File: src/hw/rtl/sngen_pkg.sv
// Types, constants and level table of the square/noise sound generator.
package sngen_pkg;

    localparam int TONE_CH    = 3;
    localparam int VOICES     = TONE_CH + 1;
    localparam int NOISE_V    = TONE_CH;
    localparam int CMD_DEPTH  = 2;
    localparam int OUT_DEPTH  = 2;

    localparam logic [1:0] MODE_TICK  = 2'd0;
    localparam logic [1:0] MODE_MONO  = 2'd1;
    localparam logic [1:0] MODE_LEFT  = 2'd2;
    localparam logic [1:0] MODE_RIGHT = 2'd3;

    localparam logic [1:0] REG_TONE2 = 2'd2;
    localparam logic [1:0] REG_NOISE = 2'd3;

    localparam logic [1:0] CFG_VARIANT = 2'd0;
    localparam logic [1:0] CFG_OUT_EN  = 2'd1;
    localparam logic [1:0] CFG_CH_EN   = 2'd2;

    localparam logic [1:0] RATE_16  = 2'd0;
    localparam logic [1:0] RATE_32  = 2'd1;
    localparam logic [1:0] RATE_64  = 2'd2;
    localparam logic [1:0] RATE_T2  = 2'd3;

    localparam logic [9:0]  NOISE_PER_16 = 10'h010;
    localparam logic [9:0]  NOISE_PER_32 = 10'h020;
    localparam logic [9:0]  NOISE_PER_64 = 10'h040;
    localparam logic [15:0] SEED_MONO    = 16'h8000;
    localparam logic [15:0] SEED_STEREO  = 16'h4000;

    typedef enum logic [3:0] {
        OP_NOP,
        OP_TICK,
        OP_ATT_L,
        OP_ATT_R,
        OP_TPER_LO,
        OP_TPER_HI,
        OP_NPER_LO,
        OP_NPER_HI,
        OP_NCTL_MONO,
        OP_NCTL_STEREO
    } t_op;

    typedef struct packed {
        logic [1:0] mode;
        logic [7:0] data;
        logic       debug_mix;
    } t_in_word;

    typedef struct packed {
        logic signed [15:0] left_sample;
        logic signed [15:0] right_sample;
    } t_out_word;

    typedef struct packed {
        t_op        op;
        logic [1:0] sel;
        logic [5:0] arg;
        logic       debug_mix;
    } t_cmd;

    typedef struct packed {
        logic [VOICES-1:0]       pol;
        logic [VOICES-1:0][3:0]  att_l;
        logic [VOICES-1:0][3:0]  att_r;
        logic [VOICES-1:0]       ch_en;
        logic                    mix_en;
    } t_mix_in;

    function automatic logic [12:0] level(input logic [3:0] att);
        logic [12:0] lv;
        unique case (att)
            4'd0:  lv = 13'd8191;
            4'd1:  lv = 13'd6507;
            4'd2:  lv = 13'd5168;
            4'd3:  lv = 13'd4105;
            4'd4:  lv = 13'd3261;
            4'd5:  lv = 13'd2590;
            4'd6:  lv = 13'd2057;
            4'd7:  lv = 13'd1642;
            4'd8:  lv = 13'd1298;
            4'd9:  lv = 13'd1031;
            4'd10: lv = 13'd819;
            4'd11: lv = 13'd650;
            4'd12: lv = 13'd516;
            4'd13: lv = 13'd410;
            4'd14: lv = 13'd326;
            4'd15: lv = 13'd0;
        endcase
        return lv;
    endfunction

endpackage

File: src/hw/rtl/sngen_mix.sv
// Signed left/right mixer over the four voices.
module sngen_mix (
    input  sngen_pkg::t_mix_in   i_mix,
    output sngen_pkg::t_out_word o_word
);

    logic signed [15:0] sum_l;
    logic signed [15:0] sum_r;
    logic signed [15:0] lv_l;
    logic signed [15:0] lv_r;

    always_comb begin
        sum_l = '0;
        sum_r = '0;
        lv_l  = '0;
        lv_r  = '0;
        for (int v = 0; v < sngen_pkg::VOICES; v++) begin
            lv_l = signed'({3'b000, sngen_pkg::level(i_mix.att_l[v])});
            lv_r = signed'({3'b000, sngen_pkg::level(i_mix.att_r[v])});
            if (i_mix.mix_en && i_mix.ch_en[v]) begin
                sum_l = i_mix.pol[v] ? sum_l + lv_l : sum_l - lv_l;
                sum_r = i_mix.pol[v] ? sum_r + lv_r : sum_r - lv_r;
            end
        end
        o_word.left_sample  = sum_l;
        o_word.right_sample = sum_r;
    end

endmodule

File: src/hw/rtl/sngen_front.sv
// Front end: takes input words, resolves the latched register, queues commands.
module sngen_front (
    input  logic                i_clk,
    input  logic                i_rst_n,
    input  logic                i_push,
    output logic                o_full,
    input  sngen_pkg::t_in_word i_in_word,
    output logic                o_cmd_valid,
    input  logic                i_cmd_take,
    output sngen_pkg::t_cmd     o_cmd
);

    localparam int PTR_W = $clog2(sngen_pkg::CMD_DEPTH);
    localparam int CNT_W = $clog2(sngen_pkg::CMD_DEPTH + 1);

    sngen_pkg::t_cmd   r_q [sngen_pkg::CMD_DEPTH];
    logic [PTR_W-1:0]  r_wp, n_wp;
    logic [PTR_W-1:0]  r_rp, n_rp;
    logic [CNT_W-1:0]  r_cnt, n_cnt;
    logic [1:0]        r_lreg, n_lreg;
    logic              r_lkind, n_lkind;

    sngen_pkg::t_cmd   cmd_dec;
    logic              wr;
    logic              rd;
    logic              latch;
    logic [1:0]        eff_reg;
    logic              eff_kind;
    logic [1:0]        mode;

    assign o_full      = (r_cnt == CNT_W'(sngen_pkg::CMD_DEPTH));
    assign o_cmd_valid = (r_cnt != '0);
    assign o_cmd       = r_q[r_rp];
    assign wr          = i_push && !o_full;
    assign rd          = i_cmd_take && o_cmd_valid;

    assign mode     = i_in_word.mode;
    assign latch    = i_in_word.data[7];
    assign eff_reg  = latch ? i_in_word.data[6:5] : r_lreg;
    assign eff_kind = latch ? i_in_word.data[4] : r_lkind;

    always_comb begin
        cmd_dec.op        = sngen_pkg::OP_NOP;
        cmd_dec.sel       = eff_reg;
        cmd_dec.arg       = i_in_word.data[5:0];
        cmd_dec.debug_mix = i_in_word.debug_mix;
        if (mode == sngen_pkg::MODE_TICK) begin
            cmd_dec.op = sngen_pkg::OP_TICK;
        end else if (latch) begin
            if (eff_kind) begin
                cmd_dec.op = (mode == sngen_pkg::MODE_RIGHT) ? sngen_pkg::OP_ATT_R
                                                             : sngen_pkg::OP_ATT_L;
            end else if (mode == sngen_pkg::MODE_RIGHT) begin
                if (eff_reg == sngen_pkg::REG_TONE2) begin
                    cmd_dec.op = sngen_pkg::OP_NPER_LO;
                end else if (eff_reg == sngen_pkg::REG_NOISE) begin
                    cmd_dec.op = sngen_pkg::OP_NCTL_STEREO;
                end
            end else if (eff_reg != sngen_pkg::REG_NOISE) begin
                cmd_dec.op = sngen_pkg::OP_TPER_LO;
            end else if (mode == sngen_pkg::MODE_MONO) begin
                cmd_dec.op = sngen_pkg::OP_NCTL_MONO;
            end
        end else if (mode == sngen_pkg::MODE_MONO) begin
            if (eff_kind) begin
                cmd_dec.op = sngen_pkg::OP_ATT_L;
            end else if (eff_reg != sngen_pkg::REG_NOISE) begin
                cmd_dec.op = sngen_pkg::OP_TPER_HI;
            end else begin
                cmd_dec.op = sngen_pkg::OP_NCTL_MONO;
            end
        end else if (mode == sngen_pkg::MODE_LEFT) begin
            if (!eff_kind && eff_reg != sngen_pkg::REG_NOISE) begin
                cmd_dec.op = sngen_pkg::OP_TPER_HI;
            end
        end else begin
            if (!eff_kind && eff_reg == sngen_pkg::REG_TONE2) begin
                cmd_dec.op = sngen_pkg::OP_NPER_HI;
            end
        end
    end

    // pointers wrap naturally, depth is a power of two
    always_comb begin
        n_wp    = wr ? r_wp + 1'b1 : r_wp;
        n_rp    = rd ? r_rp + 1'b1 : r_rp;
        n_cnt   = r_cnt;
        n_lreg  = r_lreg;
        n_lkind = r_lkind;
        if (wr && !rd) begin
            n_cnt = r_cnt + 1'b1;
        end else if (rd && !wr) begin
            n_cnt = r_cnt - 1'b1;
        end
        if (wr && mode != sngen_pkg::MODE_TICK && latch) begin
            n_lreg  = eff_reg;
            n_lkind = eff_kind;
        end
    end

    always_ff @(posedge i_clk) begin
        if (!i_rst_n) begin
            r_wp    <= '0;
            r_rp    <= '0;
            r_cnt   <= '0;
            r_lreg  <= '0;
            r_lkind <= 1'b0;
        end else begin
            r_wp    <= n_wp;
            r_rp    <= n_rp;
            r_cnt   <= n_cnt;
            r_lreg  <= n_lreg;
            r_lkind <= n_lkind;
        end
    end

    always_ff @(posedge i_clk) begin
        if (wr) begin
            r_q[r_wp] <= cmd_dec;
        end
    end

endmodule

File: src/hw/rtl/sngen_back.sv
// Back end: voice state, tick and register updates, mix and result queue.
module sngen_back (
    input  logic                 i_clk,
    input  logic                 i_rst_n,
    input  logic                 i_cfg_we,
    input  logic [1:0]           i_cfg_index,
    input  logic [3:0]           i_cfg_data,
    input  logic                 i_cmd_valid,
    input  sngen_pkg::t_cmd      i_cmd,
    output logic                 o_cmd_take,
    output logic                 o_empty,
    input  logic                 i_pop,
    output sngen_pkg::t_out_word o_out_word
);

    localparam int VC    = sngen_pkg::VOICES;
    localparam int TC    = sngen_pkg::TONE_CH;
    localparam int PTR_W = $clog2(sngen_pkg::OUT_DEPTH);
    localparam int CNT_W = $clog2(sngen_pkg::OUT_DEPTH + 1);

    logic                   r_variant, n_variant;
    logic                   r_out_en, n_out_en;
    logic [VC-1:0]          r_ch_en, n_ch_en;
    logic [VC-1:0]          r_pol, n_pol;
    logic [VC-1:0][3:0]     r_att_l, n_att_l;
    logic [VC-1:0][3:0]     r_att_r, n_att_r;
    logic [TC-1:0][9:0]     r_tper, n_tper;
    logic [TC-1:0][9:0]     r_tcnt, n_tcnt;
    logic [11:0]            r_ncnt, n_ncnt;
    logic [9:0]             r_nper, n_nper;
    logic [15:0]            r_sr, n_sr;
    logic [1:0]             r_rate, n_rate;
    logic                   r_white, n_white;
    logic                   r_half, n_half;

    sngen_pkg::t_out_word   r_oq [sngen_pkg::OUT_DEPTH];
    logic [PTR_W-1:0]       r_owp, n_owp;
    logic [PTR_W-1:0]       r_orp, n_orp;
    logic [CNT_W-1:0]       r_ocnt, n_ocnt;

    logic                   go;
    logic                   pop_ok;
    logic [9:0]             noise_per;
    logic                   fb_m;
    logic                   fb_s;
    logic [TC-1:0][9:0]     tdec;
    sngen_pkg::t_mix_in     mix_in;
    sngen_pkg::t_out_word   mix_word;

    assign o_cmd_take = (r_ocnt != CNT_W'(sngen_pkg::OUT_DEPTH)) || i_pop;
    assign go         = i_cmd_valid && o_cmd_take;
    assign o_empty    = (r_ocnt == '0);
    assign pop_ok     = i_pop && !o_empty;
    assign o_out_word = r_oq[r_orp];

    assign fb_m = r_white ? ~(r_sr[0] ^ r_sr[3]) : r_sr[0];
    assign fb_s = r_sr[0] ^ (r_sr[2] & r_white);

    always_comb begin
        unique case (r_rate)
            sngen_pkg::RATE_16: noise_per = sngen_pkg::NOISE_PER_16;
            sngen_pkg::RATE_32: noise_per = sngen_pkg::NOISE_PER_32;
            sngen_pkg::RATE_64: noise_per = sngen_pkg::NOISE_PER_64;
            sngen_pkg::RATE_T2: noise_per = r_variant ? r_nper : r_tper[TC-1];
        endcase
        for (int t = 0; t < TC; t++) begin
            tdec[t] = (r_tcnt[t] != '0) ? r_tcnt[t] - 10'd1 : r_tcnt[t];
        end
    end

    always_comb begin
        n_variant = r_variant;
        n_out_en  = r_out_en;
        n_ch_en   = r_ch_en;
        n_pol     = r_pol;
        n_att_l   = r_att_l;
        n_att_r   = r_att_r;
        n_tper    = r_tper;
        n_tcnt    = r_tcnt;
        n_ncnt    = r_ncnt;
        n_nper    = r_nper;
        n_sr      = r_sr;
        n_rate    = r_rate;
        n_white   = r_white;
        n_half    = r_half;
        if (go) begin
            unique case (i_cmd.op)
                sngen_pkg::OP_TICK: begin
                    // noise steps first, then the tones
                    if (r_ncnt > 12'd1) begin
                        n_ncnt = r_ncnt - 12'd1;
                    end else begin
                        if (r_ncnt == '0 && noise_per == '0) begin
                            n_ncnt = '0;
                        end else begin
                            n_ncnt = {2'b00, noise_per} + r_ncnt - 12'd1;
                        end
                        n_half = ~r_half;
                        if (!r_half) begin
                            if (r_variant) begin
                                n_pol[sngen_pkg::NOISE_V] = ~r_sr[0];
                                n_sr = {1'b0, r_sr[15] | fb_s, r_sr[14:1]};
                            end else begin
                                n_pol[sngen_pkg::NOISE_V] = r_sr[0];
                                n_sr = {fb_m, r_sr[15:1]};
                            end
                        end
                    end
                    for (int t = 0; t < TC; t++) begin
                        if (tdec[t] == '0) begin
                            n_tcnt[t] = r_tper[t];
                            if (r_tper[t] != '0) begin
                                n_pol[t] = ~r_pol[t];
                            end
                        end else begin
                            n_tcnt[t] = tdec[t];
                        end
                    end
                end
                sngen_pkg::OP_ATT_L:   n_att_l[i_cmd.sel] = i_cmd.arg[3:0];
                sngen_pkg::OP_ATT_R:   n_att_r[i_cmd.sel] = i_cmd.arg[3:0];
                sngen_pkg::OP_TPER_LO: n_tper[i_cmd.sel][3:0] = i_cmd.arg[3:0];
                sngen_pkg::OP_TPER_HI: n_tper[i_cmd.sel][9:4] = i_cmd.arg;
                sngen_pkg::OP_NPER_LO: n_nper[3:0] = i_cmd.arg[3:0];
                sngen_pkg::OP_NPER_HI: n_nper[9:4] = i_cmd.arg;
                sngen_pkg::OP_NCTL_MONO: begin
                    n_sr    = sngen_pkg::SEED_MONO;
                    n_rate  = i_cmd.arg[1:0];
                    n_white = i_cmd.arg[2];
                end
                sngen_pkg::OP_NCTL_STEREO: begin
                    n_sr    = sngen_pkg::SEED_STEREO;
                    n_rate  = i_cmd.arg[1:0];
                    n_white = i_cmd.arg[2];
                end
                sngen_pkg::OP_NOP: ;
                default: ;
            endcase
        end
        if (i_cfg_we) begin
            unique case (i_cfg_index)
                sngen_pkg::CFG_VARIANT: begin
                    n_variant = i_cfg_data[0];
                    n_sr = i_cfg_data[0] ? sngen_pkg::SEED_STEREO : sngen_pkg::SEED_MONO;
                end
                sngen_pkg::CFG_OUT_EN: n_out_en = i_cfg_data[0];
                sngen_pkg::CFG_CH_EN:  n_ch_en  = i_cfg_data;
                default: ;
            endcase
        end
    end

    always_comb begin
        mix_in.pol    = n_pol;
        mix_in.att_l  = n_att_l;
        mix_in.att_r  = n_att_r;
        mix_in.ch_en  = r_ch_en;
        mix_in.mix_en = r_out_en || i_cmd.debug_mix;
    end

    sngen_mix u_mix (
        .i_mix  (mix_in),
        .o_word (mix_word)
    );

    always_comb begin
        n_owp  = go ? r_owp + 1'b1 : r_owp;
        n_orp  = pop_ok ? r_orp + 1'b1 : r_orp;
        n_ocnt = r_ocnt;
        if (go && !pop_ok) begin
            n_ocnt = r_ocnt + 1'b1;
        end else if (pop_ok && !go) begin
            n_ocnt = r_ocnt - 1'b1;
        end
    end

    always_ff @(posedge i_clk) begin
        if (!i_rst_n) begin
            r_variant <= 1'b0;
            r_out_en  <= 1'b1;
            r_ch_en   <= '1;
            r_pol     <= '1;
            r_att_l   <= '1;
            r_att_r   <= '1;
            r_tper    <= '0;
            r_tcnt    <= '0;
            r_ncnt    <= '0;
            r_nper    <= '0;
            r_sr      <= sngen_pkg::SEED_MONO;
            r_rate    <= '0;
            r_white   <= 1'b0;
            r_half    <= 1'b0;
            r_owp     <= '0;
            r_orp     <= '0;
            r_ocnt    <= '0;
        end else begin
            r_variant <= n_variant;
            r_out_en  <= n_out_en;
            r_ch_en   <= n_ch_en;
            r_pol     <= n_pol;
            r_att_l   <= n_att_l;
            r_att_r   <= n_att_r;
            r_tper    <= n_tper;
            r_tcnt    <= n_tcnt;
            r_ncnt    <= n_ncnt;
            r_nper    <= n_nper;
            r_sr      <= n_sr;
            r_rate    <= n_rate;
            r_white   <= n_white;
            r_half    <= n_half;
            r_owp     <= n_owp;
            r_orp     <= n_orp;
            r_ocnt    <= n_ocnt;
        end
    end

    always_ff @(posedge i_clk) begin
        if (go) begin
            r_oq[r_owp] <= mix_word;
        end
    end

endmodule

File: src/hw/rtl/square_noise_sound_generator_top.sv
// Top level of the three-tone plus noise sound generator.
//
//  channel  | handshake            | payload
//  ---------+----------------------+---------------------------------
//  input    | push / full          | i_in_word (mode, data, debug_mix)
//  result   | pop / empty          | o_out_word (left, right sample)
//  config   | i_cfg_valid / ready  | i_cfg_index, i_cfg_data
//
// One word per cycle sustained while results are popped; a word passes the command queue
// and then the result queue. The back end update, which also forms the mix, sets the rate.
// Reset is synchronous and clears all voice state and both queues.
// Two-word command and result queues let either side stall; full rises only when both fill.
module square_noise_sound_generator_top (
    input  logic                 i_clk,
    input  logic                 i_rst_n,
    input  logic                 push,
    output logic                 full,
    input  sngen_pkg::t_in_word  i_in_word,
    output logic                 empty,
    input  logic                 pop,
    output sngen_pkg::t_out_word o_out_word,
    input  logic                 i_cfg_valid,
    output logic                 o_cfg_ready,
    input  logic [1:0]           i_cfg_index,
    input  logic [3:0]           i_cfg_data
);

    logic            cmd_valid;
    logic            cmd_take;
    sngen_pkg::t_cmd cmd;

    assign o_cfg_ready = 1'b1;

    sngen_front u_front (
        .i_clk       (i_clk),
        .i_rst_n     (i_rst_n),
        .i_push      (push),
        .o_full      (full),
        .i_in_word   (i_in_word),
        .o_cmd_valid (cmd_valid),
        .i_cmd_take  (cmd_take),
        .o_cmd       (cmd)
    );

    sngen_back u_back (
        .i_clk       (i_clk),
        .i_rst_n     (i_rst_n),
        .i_cfg_we    (i_cfg_valid),
        .i_cfg_index (i_cfg_index),
        .i_cfg_data  (i_cfg_data),
        .i_cmd_valid (cmd_valid),
        .i_cmd       (cmd),
        .o_cmd_take  (cmd_take),
        .o_empty     (empty),
        .i_pop       (pop),
        .o_out_word  (o_out_word)
    );

endmodule

File: config.mk
export PLATFORM = sky130hd
export DESIGN_NAME = square_noise_sound_generator_top
export DESIGN_NICKNAME = d
export VERILOG_FILES = /design/src/hw/rtl/sngen_pkg.sv /design/src/hw/rtl/sngen_mix.sv /design/src/hw/rtl/sngen_front.sv /design/src/hw/rtl/sngen_back.sv /design/src/hw/rtl/square_noise_sound_generator_top.sv
export SDC_FILE = /design/constraint.sdc
export NUM_CORES = 1
export LEC_CHECK = 0
export BUFFER_PORTS_ARGS = -buffer_cell sky130_fd_sc_hd__buf_2
export CORE_MARGIN = 2
export CORE_UTILIZATION = 50
export DETAILED_ROUTE_END_ITERATION = 10
export PLACE_DENSITY = 0.74
export SYNTH_ARGS = -nofsm -noshare
export SYNTH_HDL_FRONTEND = slang
export SYNTH_HIERARCHICAL = 1
export SYNTH_SLANG_ARGS = --single-unit
File: constraint.sdc
create_clock -name i_clk -period 20.8 [get_ports i_clk]
set_input_delay 2.08 -clock i_clk [delete_from_list [all_inputs] [get_ports i_clk]]
set_output_delay 2.08 -clock i_clk [all_outputs]
set_load 0.02 [all_outputs]
==> results of run 1 <==
[worst max-delay path by stage]
stage / slack (ps) / cells past startpoint / endpoint
6_report: 10310 / 38 / u_back/r_oq[0][15]
5_1_grt: 9650 / 38 / u_back/r_oq[1][15]
4_1_cts: 10470 / 38 / u_back/r_oq[0][15]
3_5_place_dp: 9870 / 38 / u_back/r_oq[0][15]
3_3_place_gp: 10180 / 38 / u_back/r_oq[0][15]
2_1_floorplan: 10760 / 42 / u_back/r_oq[0][31]
[flip-flops by register name, indices dropped and copies added, names as in the netlist, 4 cells and up, named ones only]
| register | flops |
|---|---|
| u_back/r_ch_en | 4 |
| u_back/r_att_l | 16 |
| u_back/r_nper | 10 |
| u_back/r_ncnt | 12 |
| u_back/r_tper | 30 |
| u_back/r_sr | 16 |
| u_back/r_att_r | 16 |
| u_back/r_oq | 64 |
| u_back/r_tcnt | 30 |
| u_front/r_q | 26 |
| u_back/r_pol | 4 |
[cell usage in the layout, fill, tap and decap left out, types with 41 or more instances in the layout]
master | synthesis | final
buf_2 | 14 | 55
mux2_2 | 132 | 132
mux2i_1 | 79 | 79
or2_2 | 56 | 56
dfxtp_1 | 157 | 157
inv_1 | 132 | 131
a21oi_1 | 224 | 224
xnor2_1 | 109 | 109
nor2_1 | 288 | 287
nand2_1 | 170 | 170
edfxtp_1 | 90 | 90
ha_1 | 169 | 169
a31oi_1 | 64 | 64
nor3_1 | 76 | 75
a21o_1 | 41 | 41
xor2_1 | 65 | 65
nand3_1 | 67 | 67
o21ai_0 | 152 | 151
[worst max-delay path, delay by kind of cell]
family | cells | cell delay (ps)
AO/OA/AOI/OAI | 9 | 2270
adder cells (fa/ha/maj) | 5 | 1450
AND/OR/NAND/NOR | 12 | 2690
buffers and inverters | 4 | 390
multiplexers | 3 | 1070
XOR/XNOR | 5 | 880
[cell type report]
| cell class | count | area [µm²] | share of cell area [%] |
|---|---|---|---|
| clock buffers | 33 | 762 | 3.23 |
| clock inverters | 21 | 181 | 0.770 |
| flip-flops and latches | 247 | 5850 | 24.8 |
| multi-input cells | 2184 | 15200 | 64.4 |
| inverters | 133 | 499 | 2.12 |
| repair buffers | 66 | 358 | 1.52 |
| well taps | 592 | 741 | 3.14 |
[power groups by stage]
| stage | Combinational [mW] | Sequential (mW) | Clock (mW) |
|---|---|---|---|
| finish | 0.907 | 0.633 | 0.508 |
| global route | 0.992 | 0.641 | 0.536 |
| CTS | 0.898 | 0.633 | 0.516 |
| detailed placement | 0.892 | 0.643 | 0 |
| global placement | 0.874 | 0.638 | 0 |
| floorplan | 0.679 | 0.628 | 0 |
[Yosys cell counts, types with 17 or more instances]
library cell and n:
a211oi_1 27, a21o_1 41, a21oi_1 224, a31oi_1 64, and2_1 24, and3_1 32, clkbuf_1 107, dfxtp_1 157
edfxtp_1 90, ha_1 169, inv_1 132, mux2_2 132, mux2i_1 79, nand2_1 170, nand2b_1 31, nand3_1 67
nor2_1 288, nor2b_1 30, nor3_1 76, nor3b_1 20, nor4_1 17, o21a_1 39, o21ai_0 152, o31ai_1 20
or2_2 56, or3_1 24, xnor2_1 109, xor2_1 65
[layer usage]
metal | routed length, µm | global-route usage [%]
met2 | 26800 | 41.0
met5 | 0 | 0
met3 | 2580 | 2.61
met4 | 1810 | 8.70
met1 | 25600 | 31.5
[through the flow]
stage	power, mW	std cells	area [µm²]
floorplan	1.31	2708	22100
global placement	1.51	3222	22600
detailed placement	1.54	3222	22600
CTS	2.05	3276	23600
global route	2.17	3276	23600
finish	2.05	3276	23600
[cells by family (layout without fill, tap and decap cells)]
logic type      count (synthesis)  count (layout)  synth area share (%)
other cells                     1               1                0.0170
fa+ha+maj                     176             176                  10.2
compound gates                707             707                  20.2
flops                         247             247                  26.4
simple gates                  912             912                  20.7
xor+xnor                      176             176                  7.10
buf+inv                       277             253                  4.95
mux                           212             212                  10.4
==> results_dict.tcl, run 1 <==
set metrics [dict create \
    status "finished clean" \
    async_flop_share_pct 0 \
    crit_path_start "pop" \
    switching_share_pct 41.0 \
    final_util_pct 53.6 \
    finalWorstPathRequiredPeriod_ps 10490 \
    antenna_found_initial 0 \
    drtIter0Drc 1686 \
    antennaDiodeCount 0 \
    routedWlPerCell_um 17.3 \
    drtAntennaViolNets 0 \
    fin_skew_ps 10.7 \
    core-area_um2 43900 \
    rsz0062_at_grt "false" \
    hp-class "flop to flop" \
    vias 19700 \
    reg2reg_slack_ps 10890 \
    die_h_um 214 \
    firstDrtPassIters 5 \
    cp-start-kind "input port" \
    grt_max_degree 83 \
    worst-setup-path-type "input port to flop" \
    drc 0 \
    viasPerCell 6.01 \
    initial_utilization_pct 50.3 \
    p_int_mw 1.21 \
    hold_depth 2 \
    synth_top_area_share_pct 14.2 \
    synth_largest_area_cell "dfxtp_1" \
    setup_ws_ps 10310 \
    cts_hold_buffers 0 \
    cts_max_level 1 \
    seq_area_frac_synth_pct 26.4 \
    peakVddDrop_mv 0.0852 \
    synthCells 2708 \
    layout.nets 2859 \
    area_delta_synth_final_pct 6.62 \
    timing.rr.end "u_back/r_oq[0][15]" \
    cp.arrival_ps 10830 \
    setup_viol 0 \
    fin_setup_tns_ps 0 \
    grt_pass1_vias 18600 \
    ctsRootBufferMaster "clkbuf_16" \
    netlist_area_um2 22100 \
    clkSinkCount 247 \
    path_common_cell "ha_1" \
    ys_ff_latch 247 \
    std_cell_rows 77 \
    critPathCaptureType "flop" \
    ioPinCount 57 \
    seq_power_share_pct 30.9 \
    leakage_nw 10.2 \
    die_w_um 214 \
    p_per_area_nw_per_um2 86.9 \
    die_area_um2 45900 \
    dp_hpwl_mm 41.7 \
    synth.area.top_cells "dfxtp_1 (14%), edfxtp_1 (12%), ha_1 (9.6%)" \
    synth_edf_count 90 \
    io_buffer_count 55 \
    slew_violations 0 \
    clk_transition_reported_paths_ps 60 \
    ys_types 96 \
    yosys_warnings 6 \
    worstHoldEndpoint "u_back/r_sr[10]" \
    final_hold_viol_count 0 \
    maxCapViolCount 0 \
    grt.total_usage_pct 24.0 \
    cts_buffer_depth 3 \
    worst_pin_slew_ps 1180 \
    postCtsSetupRepairBufs 0 \
    relSlewSlack_pct 21.0 \
    grt_pass1_wl_mm 93.3 \
    clock_latency_ps 590 \
    post-place-ws_ps 9870 \
    slowest_delay_ps 610 \
    syn_area_per_cell_um2 8.16 \
    ff2ff_path_depth 37 \
    path_max_fanout 13 \
    cpMaxStageDelayCell "nor4b_1" \
    clockPowerShare_pct 24.8 \
    p_sw_mw 0.839 \
    tritoncts.num_buffers 29 \
    post-route-period-util_pct 50.5 \
    required_ps 21130 \
    synth_flop_cell "dfxtp_1" \
    hold_ws_ps 481 \
    cts_tree "yes" \
    worstHoldStart "u_back/r_sr[11]" \
    post_cts_resized 0 \
    routabilityCongestion 0.908 \
    drt-total-wl_mm 56.8 \
    max_clock_freq_mhz 95.3 \
    drive_above_1_share_pct 12.6 \
    fill_cells 4124 \
    comb_power_share_pct 44.3 \
    grt-ovfl-total 0 \
    syn_nets 2906 \
]
Note: power is estimated with default switching activity, not from simulation.
==> run 2: changes to the inputs <==
--- a/config.mk
+++ b/config.mk
@@ -9,7 +9,7 @@
 export CORE_MARGIN = 2
 export CORE_UTILIZATION = 50
 export DETAILED_ROUTE_END_ITERATION = 10
-export PLACE_DENSITY = 0.74
+export PLACE_DENSITY = 0.77
 export SYNTH_ARGS = -nofsm -noshare
 export SYNTH_HDL_FRONTEND = slang
 export SYNTH_HIERARCHICAL = 1
==> constraint.sdc (replaced) <==
create_clock -name i_clk -period 9.45 [get_ports i_clk]
set_input_delay 0.945 -clock i_clk [delete_from_list [all_inputs] [get_ports i_clk]]
set_output_delay 0.945 -clock i_clk [all_outputs]
set_load 0.02 [all_outputs]
==> run 2 against run 1 <==
Combinational power up 120%; count of clock-buffer cells in the layout down 2; via count up 1.1%; sequential power up 120%; register-to-register slack worse by 10000 ps; critical endpoint is now u_back/r_oq[0][31]; largest cell class unchanged; largest power group unchanged.
==> results_dict.tcl, run 2 (synthesis results as in run 1) <==
set metrics [dict create \
    status "finished clean" \
    p_per_area_nw_per_um2 194 \
    die_area_um2 45900 \
    final_hold_viol_count 0 \
    drive_above_1_share_pct 13.6 \
    rsz0062_at_grt "false" \
    comb_power_share_pct 43.5 \
    path_max_fanout 13 \
    fill_cells 3977 \
    path_common_cell "ha_1" \
    firstDrtPassIters 6 \
    fin_skew_ps 53.2 \
    grt_pass1_wl_mm 93.0 \
    slew_violations 0 \
    grt_pass1_vias 18800 \
    p_int_mw 2.79 \
    drtAntennaViolNets 0 \
    switching_share_pct 39.9 \
    largest_register_ffs 64 \
    hp-class "flop to flop" \
    fin_setup_tns_ps 0 \
    relSlewSlack_pct 23.5 \
    clkSinkCount 247 \
    post_cts_resized 1 \
    peakVddDrop_mv 0.176 \
    cp.arrival_ps 9170 \
    post-route-period-util_pct 93.8 \
    path_delay_family "compound AO/OA/AOI/OAI gates" \
    worstHoldStart "u_back/r_sr[10]" \
    die_w_um 214 \
    dp_hpwl_mm 42.2 \
    routedWlPerCell_um 17.4 \
    core-area_um2 43900 \
    max_clock_freq_mhz 113 \
    io_buffer_count 55 \
    antenna_found_initial 0 \
    cp-start-kind "flop" \
    ff_latch_area_um2 5850 \
    required_ps 9750 \
    slowest_delay_ps 500 \
    area_delta_synth_final_pct 8.05 \
    leakage_nw 10.4 \
    layout_common_cells "nor2_1 (286), a21oi_1 (224), nand2_1 (170), ha_1 (169), dfxtp_1 (156)" \
    worst_pin_slew_ps 1150 \
    drt-total-wl_mm 57.4 \
    p_total_mw 4.64 \
    ioPinCount 57 \
    multi_input_area_um2 15200 \
    layout_commonest_cell "nor2_1" \
    cts_max_level 1 \
    critPathCaptureType "flop" \
    largest_registers "u_back/r_oq (64), u_back/r_tcnt (30), u_back/r_tper (30)" \
    p_sw_mw 1.85 \
    setup_viol 0 \
    cts_tree "yes" \
    seq_power_share_pct 29.9 \
    viasPerCell 6.03 \
    grt_max_degree 88 \
    clockPowerShare_pct 26.6 \
    grt.total_usage_pct 24.0 \
    vias 19900 \
    drc 0 \
    finalWorstPathRequiredPeriod_ps 8870 \
    largest_register "u_back/r_oq" \
    cts_buffer_depth 3 \
    cts_hold_buffers 0 \
    drtIter0Drc 1356 \
    grt-ovfl-total 0 \
    clk_transition_reported_paths_ps 60 \
    std_cell_rows 77 \
    worst-setup-path-type "flop to flop" \
    initial_utilization_pct 50.3 \
    clock_latency_ps 610 \
    maxCapViolCount 0 \
    layout.nets 2882 \
    antennaDiodeCount 0 \
    postCtsSetupRepairBufs 0 \
    tritoncts.num_buffers 30 \
    routabilityCongestion 0.906 \
    die_h_um 214 \
    cpMaxStageDelayCell "mux2_2" \
    cp_num_buf_inv 2 \
    ctsRootBufferMaster "clkbuf_16" \
]
==> run 2: area by class of cell <==
type                            instances  share of cell area, %
Multi-Input combinational cell       2184                   63.7
Sequential cell                       247                   24.5
Clock buffer                           31                   3.20
Tap cell                              592                   3.10
Timing Repair Buffer                   88                   2.19
Inverter                              133                   2.09
Clock inverter                         23                   1.27
==> run 2: layer usage <==
| metal | up-vias | wire, µm | global-route usage (%) |
|---|---|---|---|
| met2 | 548 | 27400 | 41.2 |
| met4 | 0 | 2000 | 9.12 |
| met3 | 113 | 2520 | 2.70 |
| met1 | 9475 | 25500 | 30.9 |
| li1 | 9746 | - | - |
| met5 | - | 0 | 0 |
==> run 2: per-stage QoR <==
step	cell area (µm²)	cells	hold slack (ps)	setup slack [ps]	util, %
floorplan	22100	2708	437	548	-
global placement	22800	3244	454	419	51.9
detailed placement	22800	3244	461	53.4	51.9
CTS	23900	3298	473	143	54.3
global route	23900	3298	494	23.1	54.4
finish	23900	3298	471	582	54.4
==> run 2: power groups by stage <==
stage	logic [mW]	clock network (mW)	registers, mW
6_report	2.01	1.23	1.39
2_1_floorplan	1.50	0	1.38
3_3_place_gp	1.92	0	1.40
5_1_grt	2.19	1.30	1.41
4_1_cts	1.99	1.25	1.39
3_5_place_dp	1.97	0	1.41
==> run 2: path summary, 6_finish.rpt <==
check,endpoint,slack [ps],cells past startpoint
min,u_back/r_sr[9],470,2
max reg2reg,u_back/r_oq[0][31],580,34
min reg2reg,u_back/r_sr[9],470,2
max,u_back/r_oq[0][31],580,34
==> run 2: worst reg2reg max path: cells and delay by family, from the launching register on <==
kind                     cells  cell delay [ps]
AO/OA/AOI/OAI               13             2520
XOR/XNOR                     3              650
adder cells (fa/ha/maj)      4             1370
buffers and inverters        2              210
flip-flops                   1              430
multiplexers                 3             1240
AND/OR/NAND/NOR              9             2120
